<file path="config.mk">
export PLATFORM = sky130hd
export DESIGN_NAME = mesh_route_table_core_flat
export DESIGN_NICKNAME = d
export VERILOG_FILES = /design/src/hdl/mrt_pkg.sv /design/src/hdl/mrt_req_if.sv /design/src/hdl/mrt_rsp_if.sv /design/src/hdl/mrt_csr.sv /design/src/hdl/mrt_cmp_unit.sv /design/src/hdl/mesh_route_table_core.sv /design/src/flat_wrapper.sv
export SDC_FILE = /design/constraint.sdc
export NUM_CORES = 2
export LEC_CHECK = 0
export BUFFER_PORTS_ARGS = -buffer_cell sky130_fd_sc_hd__buf_2
export CAP_MARGIN = 20
export CORE_MARGIN = 4
export CORE_UTILIZATION = 40
export CTS_BUF_LIST = sky130_fd_sc_hd__clkbuf_8
export CTS_CLUSTER_SIZE = 25
export DETAILED_ROUTE_END_ITERATION = 10
export PLACE_DENSITY = 0.57
export SLEW_MARGIN = 0
export SYNTH_ARGS = -nofsm -noshare
export SYNTH_HDL_FRONTEND = slang
export SYNTH_SLANG_ARGS = --single-unit
</file>
<file path="constraint.sdc">
create_clock -name clock -period 13.1 [get_ports clock]
set_input_delay 0 -clock clock [delete_from_list [all_inputs] [get_ports clock]]
set_output_delay 0 -clock clock [all_outputs]
set_load 0.02 [all_outputs]
</file>
<file path="src/hdl/mrt_pkg.sv">
// Shared types, constants and codes for the mesh route table.
package mrt_pkg;

   localparam int TABLE_DEPTH = 32;
   localparam int IDX_W = $clog2(TABLE_DEPTH);
   localparam int CNT_W = $clog2(TABLE_DEPTH + 1);

   localparam logic [31:0] TIMEOUT_RESET = 32'd3600000;
   localparam logic [7:0] HOP_LIMIT_RESET = 8'd48;

   localparam int CSR_ADDR_W = 3;
   localparam logic REG_TIMEOUT = 1'b0;
   localparam logic REG_HOP_LIMIT = 1'b1;

   typedef enum logic [2:0] {
      OP_ADD    = 3'd0,
      OP_LOOKUP = 3'd1,
      OP_SWEEP  = 3'd2,
      OP_READ   = 3'd3,
      OP_PURGE  = 3'd4
   } op_type;

   typedef struct packed {
      logic [31:0] node;
      logic [31:0] via;
      logic [7:0]  hops;
      logic [31:0] stamp;
   } entry_type;

   typedef struct packed {
      logic [31:0] timeout;
      logic [7:0]  hop_limit;
   } cfg_type;

   typedef struct packed {
      logic node_eq;
      logic via_eq;
      logic direct;
      logic stale;
   } cmp_type;

endpackage

</file>
<file path="src/hdl/mrt_req_if.sv">
// Request channel interface.
interface mrt_req_if;
   logic        valid;
   logic        ready;
   logic [2:0]  op;
   logic [31:0] dest_id;
   logic [31:0] via_hop;
   logic [7:0]  hop_count;
   logic [4:0]  entry_index;
   logic [31:0] now_ms;

   modport source(output valid, op, dest_id, via_hop, hop_count, entry_index, now_ms,
                  input ready);
   modport sink(input valid, op, dest_id, via_hop, hop_count, entry_index, now_ms,
                output ready);
endinterface

</file>
<file path="src/hdl/mrt_rsp_if.sv">
// Response channel interface.
interface mrt_rsp_if;
   logic        valid;
   logic        ready;
   logic        hit;
   logic        table_changed;
   logic [31:0] out_node;
   logic [31:0] out_via_hop;
   logic [7:0]  out_hop_count;
   logic [5:0]  entry_count;

   modport source(output valid, hit, table_changed, out_node, out_via_hop, out_hop_count,
                  entry_count, input ready);
   modport sink(input valid, hit, table_changed, out_node, out_via_hop, out_hop_count,
                entry_count, output ready);
endinterface

</file>
<file path="src/hdl/mrt_csr.sv">
// APB configuration registers: timeout and hop limit.
module mrt_csr (
   input  logic                            clock,
   input  logic                            reset,
   input  logic                            psel,
   input  logic                            penable,
   input  logic                            pwrite,
   input  logic [mrt_pkg::CSR_ADDR_W-1:0]  paddr,
   input  logic [31:0]                     pwdata,
   output logic [31:0]                     prdata,
   output logic                            pready,
   output mrt_pkg::cfg_type                cfg
);
   import mrt_pkg::*;

   logic [31:0] timeout_ff, timeout_in;
   logic [7:0]  limit_ff, limit_in;
   logic        wr;

   assign pready = 1'b1;
   assign wr = psel & penable & pwrite;

   always_comb begin
      timeout_in = timeout_ff;
      limit_in = limit_ff;
      if (wr) begin
         if (paddr[2] == REG_TIMEOUT) timeout_in = pwdata;
         else limit_in = pwdata[7:0];
      end
   end

   always_ff @(posedge clock) begin
      if (reset) begin
         timeout_ff <= TIMEOUT_RESET;
         limit_ff <= HOP_LIMIT_RESET;
      end else begin
         timeout_ff <= timeout_in;
         limit_ff <= limit_in;
      end
   end

   assign prdata = (paddr[2] == REG_TIMEOUT) ? timeout_ff : {24'd0, limit_ff};
   assign cfg.timeout = timeout_ff;
   assign cfg.hop_limit = limit_ff;
endmodule

</file>
<file path="src/hdl/mrt_cmp_unit.sv">
// Shared entry compare unit: id match, next-hop match, expiry and hop limit.
module mrt_cmp_unit (
   input  mrt_pkg::entry_type ent,
   input  logic [31:0]        key,
   input  logic [31:0]        now,
   input  mrt_pkg::cfg_type   cfg,
   output mrt_pkg::cmp_type   res
);
   import mrt_pkg::*;

   logic [32:0] limit;

   assign limit = {1'b0, ent.stamp} + {1'b0, cfg.timeout};
   assign res.node_eq = (ent.node == key);
   assign res.via_eq = (ent.via == key);
   assign res.direct = (ent.via == 32'd0);
   assign res.stale = ({1'b0, now} > limit) || (ent.hops > cfg.hop_limit);
endmodule

</file>
<file path="src/hdl/mesh_route_table_core.sv">
// Top level: route table memory, scan/compaction sequencer and result register.
//
//  channel   dir  handshake        payload
//  req_bus   in   valid/ready      op, dest_id, via_hop, hop_count, entry_index, now_ms
//  rsp_bus   out  valid/ready      hit, table_changed, out_node, out_via_hop, ...
//  csr       in   APB psel/penable timeout (0x0), hop limit (0x4)
//
// Every table pass reads each entry from memory, then compares or writes it.
// Lookup: one search pass. Add: the search plus at most one compaction pass.
// Sweep: one scan plus one compaction pass per removed entry. Read: one memory read.
// Ready is high only in idle; a finished item waits in the result register.
// Reset clears the entry count; table contents need no clearing.
module mesh_route_table_core (
   input  logic                           clock,
   input  logic                           reset,
   mrt_req_if.sink                        req_bus,
   mrt_rsp_if.source                      rsp_bus,
   input  logic                           psel,
   input  logic                           penable,
   input  logic                           pwrite,
   input  logic [mrt_pkg::CSR_ADDR_W-1:0] paddr,
   input  logic [31:0]                    pwdata,
   output logic [31:0]                    prdata,
   output logic                           pready
);
   import mrt_pkg::*;

   typedef enum logic [12:0] {
      S_IDLE     = 13'b0000000000001,
      S_FIND_RD  = 13'b0000000000010,
      S_FIND_CHK = 13'b0000000000100,
      S_ADD_FULL = 13'b0000000001000,
      S_APPEND   = 13'b0000000010000,
      S_SWP_RD   = 13'b0000000100000,
      S_SWP_CHK  = 13'b0000001000000,
      S_CMP_RD   = 13'b0000010000000,
      S_CMP_CHK  = 13'b0000100000000,
      S_READ_RD  = 13'b0001000000000,
      S_READ_CHK = 13'b0010000000000,
      S_FINISH   = 13'b0100000000000,
      S_UNUSED   = 13'b1000000000000
   } state_type;

   cfg_type   cfg;
   cmp_type   cmp;
   entry_type mem [TABLE_DEPTH];
   entry_type rdata_ff;
   logic [IDX_W-1:0] raddr, waddr;
   logic      rd_en, we;
   entry_type wdata;

   state_type state_ff, state_in;
   logic [CNT_W-1:0] cnt_ff, cnt_in, r_ff, r_in, w_ff, w_in, i_ff, i_in;
   logic [CNT_W-1:0] kidx_ff, kidx_in;
   logic      kidx_en_ff, kidx_en_in, kvia_en_ff, kvia_en_in;
   op_type    op_ff, op_in;
   logic [31:0] key_ff, key_in, via_ff, via_in, now_ff, now_in;
   logic [7:0]  hops_ff, hops_in;
   logic [4:0]  idx_ff, idx_in;
   logic      hit_ff, hit_in, chg_ff, chg_in;
   entry_type ent_ff, ent_in;
   logic      kill;

   logic        rsp_valid_ff, rsp_valid_in;
   logic        rsp_hit_ff, rsp_hit_in, rsp_chg_ff, rsp_chg_in;
   logic [31:0] rsp_node_ff, rsp_node_in, rsp_via_ff, rsp_via_in;
   logic [7:0]  rsp_hops_ff, rsp_hops_in;
   logic [5:0]  rsp_cnt_ff, rsp_cnt_in;

   mrt_csr u_csr (
      .clock, .reset, .psel, .penable, .pwrite, .paddr, .pwdata, .prdata, .pready, .cfg
   );

   mrt_cmp_unit u_cmp (
      .ent(rdata_ff), .key(key_ff), .now(now_ff), .cfg(cfg), .res(cmp)
   );

   always_ff @(posedge clock) begin
      if (we) mem[waddr] <= wdata;
      if (rd_en) rdata_ff <= mem[raddr];
   end

   assign kill = (kidx_en_ff && (r_ff == kidx_ff)) || (kvia_en_ff && cmp.via_eq);
   assign req_bus.ready = (state_ff == S_IDLE);

   always_comb begin
      state_in = state_ff;
      cnt_in = cnt_ff; r_in = r_ff; w_in = w_ff; i_in = i_ff;
      kidx_in = kidx_ff; kidx_en_in = kidx_en_ff; kvia_en_in = kvia_en_ff;
      op_in = op_ff; key_in = key_ff; via_in = via_ff; now_in = now_ff;
      hops_in = hops_ff; idx_in = idx_ff;
      hit_in = hit_ff; chg_in = chg_ff; ent_in = ent_ff;
      rd_en = 1'b0; raddr = r_ff[IDX_W-1:0];
      we = 1'b0; waddr = w_ff[IDX_W-1:0]; wdata = rdata_ff;
      rsp_valid_in = rsp_valid_ff;
      rsp_hit_in = rsp_hit_ff; rsp_chg_in = rsp_chg_ff; rsp_node_in = rsp_node_ff;
      rsp_via_in = rsp_via_ff; rsp_hops_in = rsp_hops_ff; rsp_cnt_in = rsp_cnt_ff;

      if (rsp_valid_ff && rsp_bus.ready) rsp_valid_in = 1'b0;

      unique case (state_ff)
         S_IDLE: begin
            if (req_bus.valid) begin
               op_in = op_type'(req_bus.op);
               key_in = req_bus.dest_id;
               via_in = req_bus.via_hop;
               hops_in = req_bus.hop_count;
               idx_in = req_bus.entry_index;
               now_in = req_bus.now_ms;
               hit_in = 1'b0; chg_in = 1'b0; ent_in = '0;
               r_in = '0; w_in = '0; i_in = '0;
               kidx_en_in = 1'b0; kvia_en_in = 1'b0;
               unique case (op_type'(req_bus.op))
                  OP_ADD, OP_LOOKUP: state_in = S_FIND_RD;
                  OP_SWEEP: state_in = S_SWP_RD;
                  OP_READ: state_in = S_READ_RD;
                  OP_PURGE: begin
                     kvia_en_in = 1'b1;
                     state_in = S_CMP_RD;
                  end
                  default: state_in = S_FINISH;
               endcase
            end
         end
         S_FIND_RD: begin
            if (r_ff >= cnt_ff) begin
               state_in = (op_ff == OP_ADD) ? S_ADD_FULL : S_FINISH;
            end else begin
               rd_en = 1'b1;
               state_in = S_FIND_CHK;
            end
         end
         S_FIND_CHK: begin
            if (!cmp.node_eq) begin
               r_in = r_ff + 1'b1;
               state_in = S_FIND_RD;
            end else if (op_ff == OP_LOOKUP) begin
               hit_in = 1'b1;
               ent_in = rdata_ff;
               state_in = S_FINISH;
            end else if (cmp.direct) begin
               if (via_ff == 32'd0) begin
                  we = 1'b1;
                  waddr = r_ff[IDX_W-1:0];
                  wdata.stamp = now_ff;
               end
               state_in = S_FINISH;
            end else if (via_ff != 32'd0 && rdata_ff.hops <= hops_ff) begin
               state_in = S_FINISH;
            end else begin
               kidx_en_in = 1'b1; kidx_in = r_ff;
               r_in = '0; w_in = '0;
               state_in = S_CMP_RD;
            end
         end
         S_ADD_FULL: begin
            if (cnt_ff == CNT_W'(TABLE_DEPTH)) begin
               kidx_en_in = 1'b1; kidx_in = '0; kvia_en_in = 1'b0;
               r_in = '0; w_in = '0;
               state_in = S_CMP_RD;
            end else begin
               state_in = S_APPEND;
            end
         end
         S_APPEND: begin
            we = 1'b1;
            waddr = cnt_ff[IDX_W-1:0];
            wdata.node = key_ff; wdata.via = via_ff;
            wdata.hops = hops_ff; wdata.stamp = now_ff;
            cnt_in = cnt_ff + 1'b1;
            chg_in = 1'b1;
            state_in = S_FINISH;
         end
         S_SWP_RD: begin
            if (i_ff >= cnt_ff) begin
               state_in = S_FINISH;
            end else begin
               rd_en = 1'b1;
               raddr = i_ff[IDX_W-1:0];
               state_in = S_SWP_CHK;
            end
         end
         S_SWP_CHK: begin
            if (cmp.stale) begin
               key_in = rdata_ff.node;
               kidx_en_in = 1'b1; kidx_in = i_ff;
               kvia_en_in = cmp.direct;
               chg_in = 1'b1;
               r_in = '0; w_in = '0;
               state_in = S_CMP_RD;
            end else begin
               i_in = i_ff + 1'b1;
               state_in = S_SWP_RD;
            end
         end
         S_CMP_RD: begin
            if (r_ff >= cnt_ff) begin
               cnt_in = w_ff;
               priority case (op_ff)
                  OP_ADD: state_in = S_ADD_FULL;
                  OP_SWEEP: state_in = S_SWP_RD;
                  default: begin
                     chg_in = (w_ff != cnt_ff);
                     state_in = S_FINISH;
                  end
               endcase
            end else begin
               rd_en = 1'b1;
               state_in = S_CMP_CHK;
            end
         end
         S_CMP_CHK: begin
            if (kidx_en_ff && r_ff == kidx_ff) i_in = w_ff;
            if (!kill) begin
               we = 1'b1;
               w_in = w_ff + 1'b1;
            end
            r_in = r_ff + 1'b1;
            state_in = S_CMP_RD;
         end
         S_READ_RD: begin
            if (CNT_W'(idx_ff) < cnt_ff) begin
               rd_en = 1'b1;
               raddr = IDX_W'(idx_ff);
               state_in = S_READ_CHK;
            end else begin
               state_in = S_FINISH;
            end
         end
         S_READ_CHK: begin
            hit_in = 1'b1;
            ent_in = rdata_ff;
            state_in = S_FINISH;
         end
         S_FINISH: begin
            if (!rsp_valid_ff || rsp_bus.ready) begin
               rsp_valid_in = 1'b1;
               rsp_hit_in = hit_ff; rsp_chg_in = chg_ff;
               rsp_node_in = ent_ff.node; rsp_via_in = ent_ff.via;
               rsp_hops_in = ent_ff.hops; rsp_cnt_in = 6'(cnt_ff);
               state_in = S_IDLE;
            end
         end
         default: state_in = S_IDLE;
      endcase
   end

   always_ff @(posedge clock) begin
      if (reset) begin
         state_ff <= S_IDLE;
         cnt_ff <= '0;
         rsp_valid_ff <= 1'b0;
      end else begin
         state_ff <= state_in;
         cnt_ff <= cnt_in;
         rsp_valid_ff <= rsp_valid_in;
      end
   end

   always_ff @(posedge clock) begin
      r_ff <= r_in; w_ff <= w_in; i_ff <= i_in;
      kidx_ff <= kidx_in; kidx_en_ff <= kidx_en_in; kvia_en_ff <= kvia_en_in;
      op_ff <= op_in; key_ff <= key_in; via_ff <= via_in; now_ff <= now_in;
      hops_ff <= hops_in; idx_ff <= idx_in;
      hit_ff <= hit_in; chg_ff <= chg_in; ent_ff <= ent_in;
      rsp_hit_ff <= rsp_hit_in; rsp_chg_ff <= rsp_chg_in;
      rsp_node_ff <= rsp_node_in; rsp_via_ff <= rsp_via_in;
      rsp_hops_ff <= rsp_hops_in; rsp_cnt_ff <= rsp_cnt_in;
   end

   assign rsp_bus.valid = rsp_valid_ff;
   assign rsp_bus.hit = rsp_hit_ff;
   assign rsp_bus.table_changed = rsp_chg_ff;
   assign rsp_bus.out_node = rsp_node_ff;
   assign rsp_bus.out_via_hop = rsp_via_ff;
   assign rsp_bus.out_hop_count = rsp_hops_ff;
   assign rsp_bus.entry_count = rsp_cnt_ff;
endmodule
</file>
<file path="src/flat_wrapper.sv">
// flat-port wrapper written by rule: the top's interface ports become plain ports
module mesh_route_table_core_flat import mrt_pkg::*;
  (clock, reset, psel, penable, pwrite, paddr, pwdata, prdata, pready, req_bus_valid, req_bus_op, req_bus_dest_id, req_bus_via_hop, req_bus_hop_count, req_bus_entry_index, req_bus_now_ms, req_bus_ready, rsp_bus_valid, rsp_bus_hit, rsp_bus_table_changed, rsp_bus_out_node, rsp_bus_out_via_hop, rsp_bus_out_hop_count, rsp_bus_entry_count, rsp_bus_ready);
  mrt_req_if req_bus_i ();
  mrt_rsp_if rsp_bus_i ();
  input  logic clock;
  input  logic reset;
  input  logic psel;
  input  logic penable;
  input  logic pwrite;
  input  logic [mrt_pkg::CSR_ADDR_W-1:0] paddr;
  input  logic [31:0] pwdata;
  output logic [31:0] prdata;
  output logic pready;
  input wire logic [$bits(req_bus_i.valid)-1:0] req_bus_valid;
  input wire logic [$bits(req_bus_i.op)-1:0] req_bus_op;
  input wire logic [$bits(req_bus_i.dest_id)-1:0] req_bus_dest_id;
  input wire logic [$bits(req_bus_i.via_hop)-1:0] req_bus_via_hop;
  input wire logic [$bits(req_bus_i.hop_count)-1:0] req_bus_hop_count;
  input wire logic [$bits(req_bus_i.entry_index)-1:0] req_bus_entry_index;
  input wire logic [$bits(req_bus_i.now_ms)-1:0] req_bus_now_ms;
  output wire logic [$bits(req_bus_i.ready)-1:0] req_bus_ready;
  output wire logic [$bits(rsp_bus_i.valid)-1:0] rsp_bus_valid;
  output wire logic [$bits(rsp_bus_i.hit)-1:0] rsp_bus_hit;
  output wire logic [$bits(rsp_bus_i.table_changed)-1:0] rsp_bus_table_changed;
  output wire logic [$bits(rsp_bus_i.out_node)-1:0] rsp_bus_out_node;
  output wire logic [$bits(rsp_bus_i.out_via_hop)-1:0] rsp_bus_out_via_hop;
  output wire logic [$bits(rsp_bus_i.out_hop_count)-1:0] rsp_bus_out_hop_count;
  output wire logic [$bits(rsp_bus_i.entry_count)-1:0] rsp_bus_entry_count;
  input wire logic [$bits(rsp_bus_i.ready)-1:0] rsp_bus_ready;
  assign req_bus_i.valid = req_bus_valid;
  assign req_bus_i.op = req_bus_op;
  assign req_bus_i.dest_id = req_bus_dest_id;
  assign req_bus_i.via_hop = req_bus_via_hop;
  assign req_bus_i.hop_count = req_bus_hop_count;
  assign req_bus_i.entry_index = req_bus_entry_index;
  assign req_bus_i.now_ms = req_bus_now_ms;
  assign req_bus_ready = req_bus_i.ready;
  assign rsp_bus_valid = rsp_bus_i.valid;
  assign rsp_bus_hit = rsp_bus_i.hit;
  assign rsp_bus_table_changed = rsp_bus_i.table_changed;
  assign rsp_bus_out_node = rsp_bus_i.out_node;
  assign rsp_bus_out_via_hop = rsp_bus_i.out_via_hop;
  assign rsp_bus_out_hop_count = rsp_bus_i.out_hop_count;
  assign rsp_bus_entry_count = rsp_bus_i.entry_count;
  assign rsp_bus_i.ready = rsp_bus_ready;
  mesh_route_table_core u_core (.clock(clock), .reset(reset), .req_bus(req_bus_i), .rsp_bus(rsp_bus_i), .psel(psel), .penable(penable), .pwrite(pwrite), .paddr(paddr), .pwdata(pwdata), .prdata(prdata), .pready(pready));
endmodule
</file>
* Yosys cells after proc, flatten, opt, wreduce, memory -nomap -nowiden *
Memory sizes are Yosys's and may differ from the RTL's. A register that Yosys moved wholly into a read port is not among the register bits.
Cells that the tools add are included.

word-level totals
  output and inout port bits = 115
  logic and storage cells = 218
  memories kept = 1
  bits in writable memories = 3,328
  input port bits = 154
  memory bits (read-only) = 0
  bits in registers = 352
  latch bits = 0

memories
  memory      depth  bits a word  rd ports  clocked after Yosys merged registers in  write ports  RTL line                     text
  u_core.mem  32     104          1         1                                        1            mesh_route_table_core.sv:46  entry_type mem [TABLE_DEPTH];

cells by class
  shifts and indexed selects = 0
  magnitude comparators = 6
  reductions and logical operators = 41
  bitwise operators = 3
  multipliers = 0
  eq/ne operators = 40
  $add $sub $neg = 5
  multiplexer cells = 94
  divide/modulo/power cells = 0

operators with widths
  cell                                            number
  two-way mux 104 bit                             3
  one-hot mux 104 bit (3 select lines)            1
  two-way mux 32 bit                              7
  one-hot mux 13 bit (11 select lines)            1
  one-hot mux 32 bit (2 select lines)             2
  two-way mux 6 bit                               17
  two-way mux 12 bit                              6
  two-way mux 72 bit                              1
  two-way mux 13 bit                              5
  equality test 32 bit                            2
  zero test 32 bit                                2
  one-hot mux 6 bit (5 select lines)              2
  one-hot mux 12 bit (4 select lines)             1
  one-hot mux 6 bit (3 select lines)              2
  adder 32 x 32 -> 33 bit                         1
  greater-than comparator 32 x 33 -> 1 bit        1
  nonzero test 32 bit                             1
  two-way mux 5 bit                               6
  two-way mux 1 bit                               28
  adder 6 x 1 -> 6 bit (second input constant)    4
  one-hot mux 12 bit (2 select lines)             1
  one-hot mux 5 bit (2 select lines)              2
  two-way mux 8 bit                               2
  != test 2 x 1 -> 1 bit (second input constant)  7
  other kinds (45)                                84

* Logic depth before layout (Yosys ltp) *
  depth in word-level cells = 8
  depth in mapped cells = 21
  mapped depth without buffers = 21

* Cells and area by module *
A second synthesis with hierarchy kept.

unflattened totals
  cell total of the unflattened synthesis = 10,777
  area, all modules = 151,970.8 um2

by module, submodules not included
  module                 sequential area each (um2)  instances  cells each  area each (um2)
  mesh_route_table_core  112,207.6                   1          10,102      146,375.4
  mrt_cmp_unit           0.0                         1          468         3,589.7
  mrt_csr                800.8                       1          207         2,005.7

* Least setup slack after synthesis *
OpenSTA, ideal clock, no wires.

  kind = register to register
  start point = register u_core.r_ff[0]
  end point = register, netlist name u_core.rdata_ff[0]
  path slack = 3,144 ps
  setup time = 710 ps
  stages on the path, launching flop included = 11
  period minus slack after synthesis = 9,956 ps
  data required time = 12,390 ps
  data arrival time = 9,246 ps
  path buffers = 1
  cells stage by stage = edfxtp_1 > clkbuf_1 > inv_1 > ha_1 > nand2b_1 > a21o_1 > a21o_1 > a21o_1 > a21o_1 > a21o_1 > o21ai_0

between the ends
  longest elaborated chain between the ends = 3
  elaborated cells on any way between the ends = 6
  those cells by class = order compare (1); mux (5)

ends and longest elaborated chain
  what                                RTL line                                                    text
  from (decl)                         mesh_route_table_core.sv:53                                 logic [CNT_W-1:0] cnt_ff, cnt_in, r_ff, r_in, w_ff, w_in, i_ff, i_in;
  from (signal assigned)              mesh_route_table_core.sv:261                                r_ff <= r_in; w_ff <= w_in; i_ff <= i_in;
  >= comparator 6 bit                 mesh_route_table_core.sv:126, mesh_route_table_core.sv:197
  two-way mux 1 bit                   mesh_route_table_core.sv:126, mesh_route_table_core.sv:197
  one-hot mux 1 bit (3 select lines)  mesh_route_table_core.sv:101                                unique case (state_ff)
  named net u_core.rd_en              mesh_route_table_core.sv:49                                 logic rd_en, we;

The timed path passes the listed nets, and every way through them passes these cells.
A chain may end at the register's enable or synchronous reset.

* Final worst setup path *
  start point = register, netlist name u_core.rdata_ff[0]
  end point = register u_core.i_ff[1] (enable)

between the ends
  longest elaborated chain between the ends = 5

ends and longest elaborated chain
  what                                      RTL line                      text
  adder 32 x 32 -> 33 bit                   mrt_cmp_unit.sv:13            assign limit = {1'b0, ent.stamp} + {1'b0, cfg.timeout};
  greater-than comparator 32 x 33 -> 1 bit  mrt_cmp_unit.sv:17            assign res.stale = ({1'b0, now} > limit) || (ent.hops > cfg.hop_limit);
  logical OR 1 bit                          mrt_cmp_unit.sv:17
  != test 2 bit (no line)                   -
  AND reduction 4 bit (no line)             -
  to (signal assigned)                      mesh_route_table_core.sv:261
  to (decl)                                 mesh_route_table_core.sv:53

No other way between the ends.

==> out/metrics.csv <==
stage,metric,value,unit
placed_design,dp_hpwl,253000,um
routing,routedWlPerCell,28.2,um
hold_path,min_path_cells,5,
yosys,yosysWarningCount,0,
yosys,yosysSeqAreaShare,74.9,%
run_status,outcome,finished clean,
sta,worst_pin_slew,1190,ps
worst_setup_path,worstSetupStartpoint,u_core.rdata_ff[0],
cts,cts_buffer_depth,4,
sta,setup_tns,0,ps
cts,clkTransAtPathRegs,70,ps
sta,finClkSkew,96.6,ps
routing,ant_nets,0,
cts,postCtsHoldBufs,438,
yosys,synthesis.instances,10800,
routing,drt_iter0_markers,12600,
yosys,syn_area,151000,um^2
grt,grt_overflow,0,
sta,period_share,56.0,%
job,maxCapViolCount,0,
cts,tritoncts,done,
floorplanning,die_w,622,um
grt,grt_pass1_wl,680000,um
cts,h-tree-depth,6,
pwr,cellLeakagePower,59.7,nW
cts,cts_buffers,619,
cts,clock-root-buffer,clkbuf_8,
floorplanning,initial_core_util,40.2,%
sta,slew_violations,0,
pwr,p_per_area,166,nW/um^2
floorplanning,io_pins,269,
routing,vias,97800,
finish,drive_gt1_share,12.6,%
yosys,syn-num-nets,11100,
yosys,synthDistinctLibCells,81,
routing,drcViolationCount,0,
worst_setup_path,startpoint_type,flop,
finish,final_nets,12000,
placed_design,numPortBuffers,265,
routing,wl,484000,um
worst_setup_path,cp-endpoint,u_core.i_ff[1],
finish,areaGrowthSynthToFinish,15.1,%
cts,postCtsSetupRepairBufs,0,
sta,fin_crit,7330,ps
floorplanning,core_area,376000,um^2
grt,grt_max_degree,177,
cts,cts_resized,0,
worst_setup_path,regToRegSetupSlack,5770,ps
yosys,syn_area_per_cell,14.0,um^2
placed_design,gp_congestion,0.872,
floorplanning,fp.dieH,622,um
finish,layout_commonest_cell,edfxtp_1,
worst_setup_path,required,13880,ps
finish,final_cell_mix,"edfxtp_1, nand2_1, a21oi_1",
cts,cts_sinks,3783,
grt,antenna_found_initial,26,
yosys,synth_ff_type,edfxtp_1,
yosys,async_reset_ff_share,0,%
worst_setup_path,cp-end-kind,flop,
routing,via_per_inst,5.69,
sta,maxSlewHeadroom,20.7,%
sta,rsz0062_at_grt,no,
routing,drtPass1Iterations,6,
worst_setup_path,cp_max_fo,6,
sta,setup_ws,5770,ps
yosys,synth-edff-count,3724,
sta,setup_viol,0,
placed_design,pre_cts_ws,5820,ps
worst_setup_path,worst-setup-path-type,flop to flop,
grt,grt_use_total,24.1,%
yosys,ys_seq_elements,3783,
pwr,ir_worst_vdd,0.000189,V
worst_setup_path,arrival,8110,ps
cts,clk_latency,1230,ps
sta,hold_violations,0,
grt,grt_pass1_vias,94300,
hold_path,min_path_type,input pin to flop,
floorplanning,dieArea,387000,um^2
worst_setup_path,rr_worst_depth,19,
floorplanning,row_count,225,
worst_setup_path,r2r_end,u_core.i_ff[1],
worst_setup_path,r2r_start,u_core.rdata_ff[0],
sta,fmax,0.136,GHz
-- worst min-delay path by stage --
stage	to	slack, ps	from
after floorplan	u_core.hops_ff[0]	100	req_bus_hop_count[0]
after global placement	u_core.via_ff[29]	180	req_bus_via_hop[29]
after detailed placement	u_core.now_ff[31]	180	req_bus_now_ms[31]
after CTS	u_core.kvia_en_ff	0.02	req_bus_op[1]
after global routing	u_core.kvia_en_ff	60	req_bus_op[1]
final	u_core.kvia_en_ff	140	req_bus_op[1]
-- registers in the layout, summed over array words and instances, names as in the netlist, 32 cells and up --
| name | flops |
|---|---|
| u_core.key_ff | 32 |
| u_core.ent_ff | 72 |
| u_core.via_ff | 32 |
| u_core.now_ff | 32 |
| u_core.mem | 3328 |
| u_core.rsp_bus.out_node | 32 |
| u_core.rsp_bus.out_via_hop | 32 |
| u_core.rdata_ff | 104 |
| u_core.u_csr.timeout_ff | 32 |
-- report_power, final --
part	switching [W]	internal, W	total, W
Sequential	0.000163	0.0135	0.0136
Combinational	0.00406	0.00170	0.00576
Clock	0.00477	0.00468	0.00945
-- per-layer routing --
metal / vias up / routed length [um] / track usage [%] / share of wire, %
met2: 5121 / 227000 / 38.9 / 47
met3: 914 / 43800 / 3.89 / 9.0
met5: - / 0 / 0 / 0
met1: 49500 / 193000 / 32.6 / 40
met4: 0 / 20400 / 9.69 / 4.2
li1: 42200 / - / - / -
-- kinds of logic (layout without fill, tap and decap cells) --
| group | count (synthesis) | after routing | share of synthesized area [%] |
|---|---|---|---|
| compound gates | 1633 | 1633 | 7.24 |
| xor+xnor | 119 | 119 | 0.691 |
| fa+ha+maj | 102 | 102 | 0.851 |
| buf+inv | 686 | 2059 | 2.01 |
| flops | 3783 | 3783 | 74.9 |
| mux | 380 | 380 | 2.56 |
| other cells | 1 | 21 | 0.00249 |
| simple gates | 4105 | 4105 | 11.7 |
-- cell usage after synthesis, types with 6 or more instances --
library cell | n | area [um^2]
ha_1 | 101 | 1260
buf_1 | 62 | 233
inv_1 | 45 | 169
buf_2 | 207 | 1040
nand2_1 | 2782 | 10400
nor2_1 | 110 | 413
a211oi_2 | 99 | 1240
a22oi_1 | 101 | 758
nor3_1 | 19 | 95.1
o21bai_1 | 6 | 45.0
buf_4 | 17 | 128
o211ai_1 | 8 | 60.1
nand3_1 | 721 | 3610
and3_1 | 11 | 68.8
a211o_1 | 8 | 70.1
a31oi_1 | 105 | 657
clkbuf_1 | 337 | 1260
nor2b_1 | 112 | 701
a211oi_1 | 21 | 158
a21oi_1 | 896 | 4480
a22o_1 | 11 | 96.3
dfxtp_1 | 59 | 1180
mux2i_1 | 340 | 3400
and2_1 | 14 | 87.6
o22ai_1 | 107 | 669
a21o_1 | 34 | 255
nand3b_1 | 13 | 97.6
o21a_1 | 12 | 90.1
buf_6 | 17 | 191
edfxtp_1 | 3724 | 112000
nand4_1 | 122 | 763
xor2_1 | 95 | 832
a32oi_1 | 16 | 140
xnor2_1 | 24 | 210
nor3b_1 | 7 | 52.6
mux2_2 | 40 | 450
nor4_1 | 150 | 938
a221oi_2 | 87 | 1310
nand2b_1 | 12 | 75.1
o21ai_0 | 55 | 275
a221oi_1 | 30 | 263
-- through the flow --
stage	util, %	total power, W	instances	area (um^2)	hold WS (ps)
floorplan	-	0.0176	10800	151000	98.9
global placement	42.0	0.0194	15600	158000	179
detailed placement	42.0	0.0195	15600	158000	178
CTS	46.2	0.0290	17200	173000	0.0163
global route	46.2	0.0300	17200	174000	63.8
finish	46.2	0.0288	17200	174000	138
-- area by class of cell --
type                       instances  area [um^2]
antenna                           20         50.0
clock buffer                     630         8670
clock inverter                   451         2410
fill                           33000       202000
inverter                          45          171
multi-input combinational       6340        35200
sequential                      3783       113000
tap                             4994         6250
timing repair buffer             933         7860
-- critical path, cell delays in order (launching register included) --
cell and delay, ps:
edfxtp_1 400, ha_1 260, fa_1 430, a211o_1 310, a211o_1 340, a22oi_1 430, a21o_1 270, a311o_1 320
o211ai_1 130, a21oi_1 180, xor2_1 90, ha_1 290, nand4_1 160, nor4_1 640, nand2_1 210, or4_1 540
and3_1 280, a31oi_1 670, nor2_1 140, a311oi_1 850
(Power assumes the default switching activity.)
